### config.mk
export PLATFORM = sky130hd
export DESIGN_NAME = servo_pulse_mode_controller_unit
export DESIGN_NICKNAME = d
export VERILOG_FILES = /design/src/hdl/spmc_pkg.sv /design/src/hdl/spmc_ctrl.sv /design/src/hdl/servo_pulse_mode_controller_unit.sv
export VERILOG_INCLUDE_DIRS = /design/src /design/src/hdl
export SDC_FILE = /design/constraint.sdc
export NUM_CORES = 1
export LEC_CHECK = 0
export BUFFER_PORTS_ARGS = -buffer_cell sky130_fd_sc_hd__buf_2
export CAP_MARGIN = 20
export CORE_ASPECT_RATIO = 0.5
export CORE_MARGIN = 2
export CORE_UTILIZATION = 40
export CTS_BUF_LIST = sky130_fd_sc_hd__clkbuf_4 sky130_fd_sc_hd__clkbuf_8 sky130_fd_sc_hd__clkbuf_16
export CTS_CLUSTER_SIZE = 20
export DETAILED_ROUTE_END_ITERATION = 7
export PLACE_DENSITY = 0.64
export SLEW_MARGIN = 15
export SYNTH_ARGS = -nofsm -noshare
export SYNTH_HDL_FRONTEND = slang
export SYNTH_SLANG_ARGS = --single-unit
### constraint.sdc
create_clock -name clk -period 6.9 [get_ports clk]
set_input_delay 1.035 -clock clk [delete_from_list [all_inputs] [get_ports clk]]
set_output_delay 1.035 -clock clk [all_outputs]
set_load 0.02 [all_outputs]
### src/hdl/servo_pulse_mode_controller_unit_defines.svh
// Assertion macros for the servo pulse mode controller.
// Used by the files that check their own logic; needs clk and arst_n in scope.
`ifndef SERVO_PULSE_MODE_CONTROLLER_UNIT_DEFINES_SVH
`define SERVO_PULSE_MODE_CONTROLLER_UNIT_DEFINES_SVH

// Check a property on every rising edge, quiet while reset is applied
`define SPMC_ASSERT(label, prop, msg) \
	label: assert property (@(posedge clk) disable iff (!arst_n) (prop)) else $error(msg);

// Check a property on every rising edge, reset included
`define SPMC_ASSERT_ALWAYS(label, prop, msg) \
	label: assert property (@(posedge clk) (prop)) else $error(msg);

`endif

### src/hdl/spmc_pkg.sv
// Shared types and constants for the servo pulse mode controller.
// No dependencies; imported by spmc_ctrl and the top level.
`timescale 1ns / 1ps
`default_nettype none

package spmc_pkg;

	// Operating modes, one-hot
	typedef enum logic [3:0] {
		MODE_POT    = 4'b0001,
		MODE_CENTER = 4'b0010,
		MODE_SWEEP  = 4'b0100,
		MODE_IDLE   = 4'b1000
	} mode_t;

	// Item kinds
	localparam logic REQ_TICK   = 1'b0;
	localparam logic REQ_BUTTON = 1'b1;

	// Compare values
	localparam logic [7:0] CMP_IDLE   = 8'd255;
	localparam logic [7:0] CMP_CENTER = 8'd143;
	localparam logic [7:0] CMP_RESET  = 8'd105;
	localparam logic [7:0] SWEEP_MAX  = 8'd180;
	localparam logic [7:0] SWEEP_MIN  = 8'd105;

	// Tick phase and flash limits
	localparam logic [2:0] PHASE_LAST     = 3'd5;
	localparam logic [4:0] FLASH_FAST_LIM = 5'd1;
	localparam logic [4:0] FLASH_SLOW_LIM = 5'd30;

	// Reciprocals scaled by 2^16: pot*5/17 and pot/25, exact over 0..255
	localparam logic [14:0] RECIP_5_17 = 15'd19280;
	localparam logic [11:0] RECIP_25   = 12'd2622;

	// One result item
	typedef struct packed {
		logic [7:0] compare_value;
		logic       led_on;
		logic       adc_start;
	} result_t;

endpackage

`default_nettype wire

### src/hdl/spmc_ctrl.sv
// Mode and pulse state of the servo controller: one item per enabled cycle.
// Depends on spmc_pkg and the assertion macro header.
`timescale 1ns / 1ps
`default_nettype none
`include "servo_pulse_mode_controller_unit_defines.svh"

module spmc_ctrl import spmc_pkg::*; (
	input  wire logic       clk,
	input  wire logic       arst_n,
	input  wire logic       step_en,
	input  wire logic       req_type,
	input  wire logic [7:0] pot_sample,
	output result_t         res
);

	mode_t      mode_q, mode_d;
	logic [2:0] tick_phase_q, tick_phase_d;
	logic [4:0] flash_count_q, flash_count_d;
	logic       sweep_up_q, sweep_up_d;
	logic [7:0] sweep_pos_q, sweep_pos_d;
	logic [7:0] compare_q, compare_d;
	logic       led_q, led_d;
	logic       adc_d;

	logic [22:0] prod17;
	logic [6:0]  pot_scaled;
	logic [19:0] prod25;
	logic [3:0]  step;
	logic [7:0]  pos_up, pos_dn;

	// Constant divisions as reciprocal multiplies
	assign prod17     = 23'(pot_sample) * 23'(RECIP_5_17);
	assign pot_scaled = prod17[22:16];
	assign prod25     = 20'(pot_sample) * 20'(RECIP_25);
	assign step       = prod25[19:16] + 4'd1;
	assign pos_up     = sweep_pos_q + {4'd0, step};
	assign pos_dn     = sweep_pos_q - {4'd0, step};

	// Next state for the item at the input
	always_comb begin
		mode_d        = mode_q;
		tick_phase_d  = tick_phase_q;
		flash_count_d = flash_count_q;
		sweep_up_d    = sweep_up_q;
		sweep_pos_d   = sweep_pos_q;
		compare_d     = compare_q;
		led_d         = led_q;
		adc_d         = 1'b0;
		if (req_type == REQ_TICK) begin
			if (tick_phase_q >= PHASE_LAST) begin
				tick_phase_d = 3'd0;
				case (mode_q)
					MODE_POT: begin
						compare_d = SWEEP_MAX - {1'b0, pot_scaled};
						led_d     = 1'b1;
					end
					MODE_CENTER: begin
						compare_d = CMP_CENTER;
						if (flash_count_q > FLASH_FAST_LIM) begin
							led_d         = ~led_q;
							flash_count_d = 5'd0;
						end else begin
							flash_count_d = flash_count_q + 5'd1;
						end
					end
					MODE_SWEEP: begin
						if (sweep_up_q) begin
							if (pos_up > SWEEP_MAX) begin
								sweep_pos_d = SWEEP_MAX;
								sweep_up_d  = 1'b0;
							end else begin
								sweep_pos_d = pos_up;
							end
						end else begin
							if (pos_dn < SWEEP_MIN) begin
								sweep_pos_d = SWEEP_MIN;
								sweep_up_d  = 1'b1;
							end else begin
								sweep_pos_d = pos_dn;
							end
						end
						compare_d = sweep_pos_d;
						if (flash_count_q > FLASH_SLOW_LIM) begin
							led_d         = ~led_q;
							flash_count_d = 5'd0;
						end else begin
							flash_count_d = flash_count_q + 5'd1;
						end
					end
					default: begin
					end
				endcase
			end else begin
				// Hold the output low and start a conversion
				tick_phase_d = tick_phase_q + 3'd1;
				compare_d    = CMP_IDLE;
				adc_d        = 1'b1;
			end
		end else begin
			// Advance the mode on a button press
			case (mode_q)
				MODE_POT: mode_d = MODE_CENTER;
				MODE_CENTER: begin
					mode_d    = MODE_SWEEP;
					compare_d = CMP_CENTER;
				end
				default: mode_d = MODE_POT;
			endcase
		end
	end

	assign res.compare_value = compare_d;
	assign res.led_on        = led_d;
	assign res.adc_start     = adc_d;

	// Commit state when the item moves on
	always_ff @(posedge clk or negedge arst_n) begin
		if (!arst_n) begin
			mode_q        <= MODE_IDLE;
			tick_phase_q  <= 3'd0;
			flash_count_q <= 5'd0;
			sweep_up_q    <= 1'b1;
			sweep_pos_q   <= CMP_CENTER;
			compare_q     <= CMP_RESET;
			led_q         <= 1'b0;
		end else if (step_en) begin
			mode_q        <= mode_d;
			tick_phase_q  <= tick_phase_d;
			flash_count_q <= flash_count_d;
			sweep_up_q    <= sweep_up_d;
			sweep_pos_q   <= sweep_pos_d;
			compare_q     <= compare_d;
			led_q         <= led_d;
		end
	end

	`SPMC_ASSERT(a_phase_range, tick_phase_q <= PHASE_LAST, "tick phase out of range")
	`SPMC_ASSERT(a_adc_idle, step_en && res.adc_start |-> res.compare_value == CMP_IDLE, "adc start without idle compare")
	`SPMC_ASSERT(a_sweep_range, sweep_pos_q >= SWEEP_MIN && sweep_pos_q <= SWEEP_MAX, "sweep position out of range")

endmodule

`default_nettype wire

### src/hdl/servo_pulse_mode_controller_unit.sv
// Servo pulse mode controller: input register, one pass of mode logic, two-entry result buffer.
// Each accepted item is held in the input register, then written to the buffer as its result.
// Throughput: one item per cycle while the buffer has or frees a slot; single-pass spmc_ctrl.
// The two-entry result buffer lets items keep flowing while results stall, until it is full.
// Reset (arst_n low, asynchronous): idle mode, phase 0, compare 105, LED off, buffers empty.
// Depends on spmc_pkg, spmc_ctrl and the assertion macro header.
`timescale 1ns / 1ps
`default_nettype none
`include "servo_pulse_mode_controller_unit_defines.svh"

module servo_pulse_mode_controller_unit import spmc_pkg::*; (
	input  wire logic       clk,
	input  wire logic       arst_n,
	input  wire logic       req_valid,
	output logic            req_ready,
	input  wire logic       req_type,
	input  wire logic [7:0] pot_sample,
	output logic            res_valid,
	input  wire logic       res_ready,
	output logic [7:0]      compare_value,
	output logic            led_on,
	output logic            adc_start
);

	logic       valid_s1;
	logic       req_s1;
	logic [7:0] pot_s1;
	logic       s1_move;
	logic       pop;

	result_t    res;
	result_t    buf_q [2];
	logic       wr_ptr_q;
	logic       rd_ptr_q;
	logic [1:0] count_q;

	// Handshake: stage one moves when the buffer has or frees a slot
	assign pop       = res_valid && res_ready;
	assign s1_move   = valid_s1 && ((count_q != 2'd2) || pop);
	assign req_ready = !valid_s1 || s1_move;

	// Input register
	always_ff @(posedge clk or negedge arst_n) begin
		if (!arst_n) begin
			valid_s1 <= 1'b0;
		end else if (req_ready) begin
			valid_s1 <= req_valid;
		end
	end

	always_ff @(posedge clk) begin
		if (req_valid && req_ready) begin
			req_s1 <= req_type;
			pot_s1 <= pot_sample;
		end
	end

	spmc_ctrl u_ctrl (
		.clk        (clk),
		.arst_n     (arst_n),
		.step_en    (s1_move),
		.req_type   (req_s1),
		.pot_sample (pot_s1),
		.res        (res)
	);

	// Result buffer pointers and fill
	always_ff @(posedge clk or negedge arst_n) begin
		if (!arst_n) begin
			wr_ptr_q <= 1'b0;
			rd_ptr_q <= 1'b0;
			count_q  <= 2'd0;
		end else begin
			if (s1_move) begin
				wr_ptr_q <= ~wr_ptr_q;
			end
			if (pop) begin
				rd_ptr_q <= ~rd_ptr_q;
			end
			case ({s1_move, pop})
				2'b10:   count_q <= count_q + 2'd1;
				2'b01:   count_q <= count_q - 2'd1;
				default: count_q <= count_q;
			endcase
		end
	end

	always_ff @(posedge clk) begin
		if (s1_move) begin
			buf_q[wr_ptr_q] <= res;
		end
	end

	assign res_valid     = count_q != 2'd0;
	assign compare_value = buf_q[rd_ptr_q].compare_value;
	assign led_on        = buf_q[rd_ptr_q].led_on;
	assign adc_start     = buf_q[rd_ptr_q].adc_start;

	`SPMC_ASSERT(a_count_range, count_q != 2'd3, "result buffer overfilled")
	`SPMC_ASSERT(a_s1_hold,
		valid_s1 && !s1_move |=> valid_s1 && $stable(req_s1) && $stable(pot_s1),
		"stalled item lost")
	`SPMC_ASSERT(a_ptr_fill, (count_q == 2'd1) |-> (wr_ptr_q != rd_ptr_q),
		"buffer pointers disagree with fill")

endmodule

`default_nettype wire
==> results of run 1 <==
## cells by family (layout without fill, tap and decap cells)
kind of cell | after synthesis | count (layout) | synth area share
AOI/OAI and AO/OA | 133 | 133 | 0.140
xor gates and xnor gates | 33 | 33 | 0.0476
adders and majority gates | 137 | 137 | 0.317
buffers and inverters | 105 | 175 | 0.0633
DFF | 64 | 64 | 0.283
muxes | 15 | 15 | 0.0271
and+or+nand+nor | 150 | 150 | 0.122
## routing by layer
| metal | vias up | part of all wire |
|---|---|---|
| li1 | 2353 | - |
| met1 | 2313 | 0.48 |
| met2 | 77 | 0.47 |
| met3 | 16 | 0.031 |
| met4 | 0 | 0.016 |
| met5 | - | 0 |
## sequential cells by signal, indices dropped and copies added (netlist names), 2 cells and up
register              flops
u_ctrl.flash_count_q      5
buf_q                    20
count_q                   2
u_ctrl.sweep_pos_q        8
pot_s1                    8
u_ctrl.compare_q          8
u_ctrl.mode_q             4
u_ctrl.tick_phase_q       3
## metrics by stage
stage               setup WS, ps  cells   util  instance area (um2)  total power (uW)
finish                      66.1    911  0.497                 7600              3590
global route                -165    911  0.497                 7600              3950
floorplan                   17.6    637      -                 6230              2160
CTS                         1.04    902  0.471                 7200              3300
detailed placement          -277    884  0.444                 6790              2750
global placement           -80.8    884  0.444                 6790              2710
## worst register-to-register path, stage by stage, from the launching register on
cell       delay (ps)
edfxtp_1          420
fa_1              590
inv_2              60
fa_2              360
fa_1              500
inv_2              50
fa_1              590
ha_4              220
nor2b_4           130
a2111oi_4         280
o21ai_2           120
a221oi_2          310
buf_4             180
mux2_4            310
a2111oi_4         300
buf_4             200
xor2_1             80
ha_2              240
or3_4             380
or3_4             370
xnor2_4           200
nand2_1            90
a31o_4            240
a221oi_4          290
a21oi_2            60
## cell type report
| cell class | count | area [um2] | share of cell area |
|---|---|---|---|
| inverter | 94 | 353 | 0.0464 |
| multi-input combinational | 468 | 4530 | 0.596 |
| clock inverter | 7 | 47.5 | 0.00626 |
| clock buffer | 9 | 225 | 0.0296 |
| sequential | 64 | 1760 | 0.232 |
| tap | 204 | 255 | 0.0336 |
| timing repair buffer | 65 | 429 | 0.0565 |
## power by group
| group | leakage [uW] | total [uW] | internal, uW | switching, uW |
|---|---|---|---|---|
| Combinational | 0.00262 | 2530 | 1160 | 1370 |
| Clock | 0.000133 | 418 | 243 | 176 |
| Sequential | 0.000654 | 639 | 537 | 102 |
| Total | 0.00341 | 3590 | 1940 | 1650 |
## repair_timing
| item | 4_1_cts | 5_1_grt |
|---|---|---|
| gates resized for setup | 27 | 63 |
| pin swaps | 14 | 39 |
| hold buffers | 0 | 0 |
| setup endpoints to repair | 25 | 31 |
| setup buffers | 2 | 9 |
| hold endpoints to repair | 0 | 0 |
## path summary, 6_finish.rpt
kind	start	depth (start not counted)	slack, ps	end
min reg2reg	count_q[1]	1	490	count_q[1]
max	pot_s1[5]	24	70	buf_q[1][6]
max in group asynchronous	arst_n	1	5600	count_q[0]
min in group asynchronous	arst_n	1	790	u_ctrl.tick_phase_q[2]
max reg2reg	pot_s1[5]	24	70	buf_q[1][6]
min	count_q[1]	1	490	count_q[1]
## cells in the final DEF (no fill, tap or decap), drive strengths merged, types with 8 or more instances in the layout
cell / synthesis / routed
a21oi: 45 / 45
buf: 1 / 65
clkbuf: 10 / 9
dfrtp: 24 / 24
dfstp: 11 / 11
edfxtp: 29 / 29
fa: 35 / 35
ha: 102 / 102
inv: 93 / 94
mux2: 15 / 15
nand2: 43 / 43
nand2b: 9 / 9
nand3: 12 / 12
nor2: 36 / 36
nor3: 8 / 8
o21ai: 29 / 29
xnor2: 20 / 20
xor2: 13 / 13
==> metrics.csv, run 1 <==
stage;metric;value;unit
flow_run;drv_cap;0;
timing;setup_viol;0;
global_routing;grtUsageTotal;0.169;
worst_setup_path;cp_common_cell;fa_1;
worst_setup_path;crit_chain;fa_1, inv_2, fa_2, fa_1, inv_2, fa_1, ha_4, nor2b_4, a2111oi_4, o21ai_2, a221oi_2, buf_4, mux2_4, a2111oi_4, buf_4, xor2_1, ha_2, or3_4, or3_4, xnor2_4, nand2_1, a31o_4, a221oi_4, a21oi_2;
timing;fin_tns_setup;0;ps
detailed_routing;vias_per_cell;5.22;
synth;ys_top_cells_by_count;ha_1 (102), inv_1 (93), a21oi_1 (45), nand2_1 (43), nor2_1 (36);
detailed_routing;drc_errors;0;
global_routing;grt_busiest_layer;met2;
detailed_routing;drt_first_pass_iters;5;
die;die_h;92.2;um
detailed_routing;vias;4759;
die;die_area;0.0166;mm2
worst_setup_path;path_delay_family;adder cells;
finish;n_antenna_cell;0;
worst_setup_path;required;6960;ps
synth;yosysUniqueCellTypes;66;
global_routing;met2_usage;0.288;
cts;htree_levels;3;
worst_setup_path;startpoint_type;flop;
die;ioPinCount;25;
power;ir_drop;0.000208;V
cts;clockBufferDepth;2;
cts;tritoncts;built;
finish;fillCellCount;1388;
global_routing;grt_max_degree;36;
synth;synth_seq_cells;64;
worst_setup_path;cpMaxStageDelayCell;fa_1;
power;powerDensity;473;mW/mm2
synth;synth-edff-count;29;
synth;synth_top_area_share;0.205;
timing;timing.hold.ws;488;ps
timing;rsz0062_at_grt;yes;
placed_design;port_buffers;24;
finish;fin_nets;852;
detailed_routing;antenna_left;0;
global_routing;grt_use_met1;0.226;
power;static-leakage-power;0.00341;uW
global_routing;grt_pass1_vias;4749;
detailed_routing;wl_per_cell;14.9;um
synth;synthTopCellsByArea;ha_1 (20%), edfxtp_1 (14%), fa_1 (11%);
worst_setup_path;worstPathArrival;6890;ps
outcome;outcome;complete, no violations;
cts;cts_buffers;9;
timing;maxSlewHeadroom;0.289;
detailed_routing;drt-total-wl;13.6;mm
synth;yosys_warnings;0;
synth;synthArstFlopShare;0.547;
synth;avgSynthCellArea;9.78;um2
timing;fin_crit;6830;ps
timing;hold_viol;0;
synth;yosysSeqAreaShare;0.283;
worst_setup_path;cp-end-kind;flop;
global_routing;gr-total-overflow;0;
die;num_rows;32;
worst_setup_path;crit_fanout;2;
hold_path;hold_class;flop to flop;
die;design.core.area;0.0153;mm2
finish;drive_above_1_share;0.267;
cts;cts.clk_slew.worst_paths;60;ps
die;die_width;180;um
synth;synth_cells;637;
timing;worst_slew_pin_slew;1060;ps
timing;drv_slew;0;
finish;syn2layout_area_growth;22.0;%
synth;synth.most_common_cell;ha_1;
placed_design;hpwl;10.3;mm
synth;synth_largest_area_cell;ha_1;
detailed_routing;drt_first_iter_violations;198;
global_routing;grt_pass1_wl;22.9;mm
worst_setup_path;crit_buf_inv;4;
timing;fmax;146;MHz
die;floorplan.initialDensity;0.407;
cts;root_buffer;clkbuf_16;
timing;skew;10.7;ps
worst_setup_path;path_class;flop to flop;
global_routing;met3_usage;0.0274;
synth;synth_nets;787;
cts;clk_latency;340;ps
placed_design;place.gp.congestion;0.862;
synth;synth_ff_type;edfxtp_1;
timing;min_period_over_period;0.990;
worst_setup_path;slowest_delay;590;ps
cts;clock-sinks;64;
global_routing;antenna_found_initial;0;
synth;syn_area;0.00623;mm2
Note: power is estimated with default switching activity, not from simulation.
==> run 2, diff against run 1 <==
--- a/config.mk
+++ b/config.mk
@@ -9,5 +9,5 @@
 export BUFFER_PORTS_ARGS = -buffer_cell sky130_fd_sc_hd__buf_2
 export CAP_MARGIN = 20
-export CORE_ASPECT_RATIO = 0.5
+export CORE_ASPECT_RATIO = 1.1
 export CORE_MARGIN = 2
 export CORE_UTILIZATION = 40
==> constraint.sdc (replaced) <==
create_clock -name clk -period 6.9 [get_ports clk]
set_input_delay 1.035 -clock clk [delete_from_list [all_inputs] [get_ports clk]]
set_output_delay 1.035 -clock clk [all_outputs]
set_load 0.1 [all_outputs]
==> run 2 against run 1 <==
Net effect: clock power is 21% higher; non-clock buffer count fell by 10; register-to-register slack gained 80 ps; fmax grew 1.2%; combinational power rose by 5%; count of clock-buffer cells in the layout stayed put; first-iteration DRC count increased by 36%; critical path depth grew 3.
==> metrics.csv, run 2 (same netlist as run 1, synthesis figures left out) <==
stage;metric;value;unit;change
cts;cts_buffers;9;;unchanged
power;ir_drop;0.000158;V;-24%
timing;worst_slew_pin_slew;1080;ps;+11.8 ps
cts;clk_latency;340;ps;about the same
power;powerDensity;510;mW/mm2;+7.9%
die;design.core.area;0.0151;mm2;-1.2%
finish;top_register;buf_q;;
worst_setup_path;startpoint_type;flop;;
global_routing;grtUsageTotal;0.173;;+0.00347
placed_design;hpwl;10.4;mm;+0.44%
cts;clockBufferDepth;2;;unchanged
worst_setup_path;crit_buf_inv;6;;+2
die;die_h;135;um;+46%
global_routing;gr-total-overflow;0;;unchanged
detailed_routing;vias;4825;;+1.4%
cts;cts_hold_buf;0;;unchanged
die;ioPinCount;25;;unchanged
finish;final_cell_mix;ha_1 (99), inv_1 (90), nand2_1 (43), fa_1 (33), nor2_1 (32);;
timing;drv_slew;0;;unchanged
detailed_routing;drt_first_iter_violations;269;;+36%
finish;postLayoutCoreUtil;0.492;;-0.00480
die;num_rows;47;;+47%
hold_path;hold_class;flop to flop;;
finish;largest_reg_flops;20;;unchanged
finish;n_antenna_cell;0;;unchanged
worst_setup_path;cpMaxStageDelayCell;fa_1;;
global_routing;grt_pass1_wl;22.8;mm;-0.39%
flow_run;drv_cap;0;;unchanged
global_routing;antenna_found_initial;0;;unchanged
die;die_area;0.0166;mm2;-0.36%
worst_setup_path;crit_fanout;4;;+2
worst_setup_path;cp-end-kind;flop;;
worst_setup_path;worstPathArrival;6940;ps;+50 ps
timing;skew;7.72;ps;-2.96 ps
placed_design;place.gp.congestion;0.903;;+4.8%
timing;setup_viol;0;;unchanged
timing;rsz0062_at_grt;yes;;
finish;fin_nets;842;;-1.2%
worst_setup_path;path_delay_family;adder cells;;
timing;fin_crit;6750;ps;-79.5 ps
detailed_routing;drt-total-wl;13.7;mm;+0.73%
finish;syn2layout_area_growth;19.4;%;
worst_setup_path;path_class;flop to flop;;
timing;maxSlewHeadroom;0.278;;-0.0115
worst_setup_path;required;7080;ps;+120 ps
timing;hold_viol;0;;unchanged
power;static-leakage-power;0.00337;uW;-1.2%
worst_setup_path;ff2ff_path_depth;27;;+13%
global_routing;grt_pass1_vias;4871;;+2.6%
timing;fmax;148;MHz;+1.2%
cts;tritoncts;built;;
finish;fillCellCount;1365;;-1.7%
finish;final_common_cell;ha_1;;
cts;root_buffer;clkbuf_16;;
die;floorplan.initialDensity;0.412;;+0.00489
detailed_routing;antenna_left;0;;unchanged
hold_path;hold_depth;1;;unchanged
worst_setup_path;slowest_delay;600;ps;about the same
finish;fin_cells;893;;-2.0%
detailed_routing;wl_per_cell;15.3;um;+2.8%
detailed_routing;vias_per_cell;5.40;;+3.4%
global_routing;grt_max_degree;36;;unchanged
cts;clock-sinks;64;;unchanged
cts;htree_levels;3;;unchanged
worst_setup_path;cp.depth;27;;+13%
placed_design;placed_cells;870;;-1.6%
placed_design;port_buffers;24;;unchanged
timing;min_period_over_period;0.979;;-0.0115
cts;cts.clk_slew.worst_paths;60;ps;about the same
outcome;outcome;complete, no violations;;
power;total_power;3790;uW;+5.6%
detailed_routing;drc_errors;0;;unchanged
finish;multi_input_area;0.00440;mm2;-2.9%
die;die_width;123;um;-32%
finish;seqCellArea;0.00176;mm2;unchanged
finish;drive_above_1_share;0.240;;-0.0277
detailed_routing;drt_first_pass_iters;5;;unchanged
[run 2: report_power, final]
part	switching [uW]	internal [uW]	total, uW	leakage (uW)
Clock	185	320	505	0.000157
Combinational	1510	1140	2650	0.00256
Sequential	100	537	637	0.000654
Total	1800	1990	3790	0.00337
[run 2: final cells by class]
type | count | share of cell area
Multi-Input combinational cell | 468 | 0.591
Sequential cell | 64 | 0.237
Timing Repair Buffer | 55 | 0.0475
Inverter | 94 | 0.0475
Tap cell | 196 | 0.0330
Clock buffer | 9 | 0.0303
Clock inverter | 7 | 0.0138
[run 2: final timing paths]
path                                 start                     to  slack (ps)
worst min-delay path            count_q[1]             count_q[1]         480
min in group asynchronous           arst_n               rd_ptr_q         770
worst max-delay path             pot_s1[7]            buf_q[1][7]         150
max in group asynchronous           arst_n  u_ctrl.sweep_pos_q[6]        5620
worst min register to register  count_q[1]             count_q[1]         480
worst max register to register   pot_s1[7]            buf_q[1][7]         150
[run 2: per-layer routing]
layer / global-route usage / vias up / wire, um
met4: 0.0688 / 0 / 393
met5: 0 / - / 0
met2: 0.304 / 123 / 6980
met3: 0.0313 / 33 / 575
li1: - / 2334 / -
met1: 0.207 / 2335 / 5710
[run 2: timing repair]
item,CTS,global route
buffers inserted,3,4
gates resized for setup,18,52
setup endpoints to repair,24,31
cloned,0,0
pin swaps,13,39
[run 2: worst reg2reg max path: cells and delay by family, from the launching register on]
family	cells	cell delay [ps]
adder cells (fa/ha/maj)	6	2560
AO/OA/AOI/OAI	10	1980
AND/OR/NAND/NOR	4	840
buffers and inverters	6	690
flip-flops	1	430
XOR/XNOR	1	80
[run 2: through the flow]
stage | TNS, ps | cell area [um2] | worst slack (ps) | hold slack, ps
floorplan | 0 | 6230 | 17.6 | 448
global placement | 0 | 6730 | 2.26 | 462
detailed placement | -2880 | 6730 | -273 | 476
CTS | 0 | 7170 | 1.93 | 488
global route | -1470 | 7440 | -126 | 528
finish | 0 | 7440 | 146 | 483
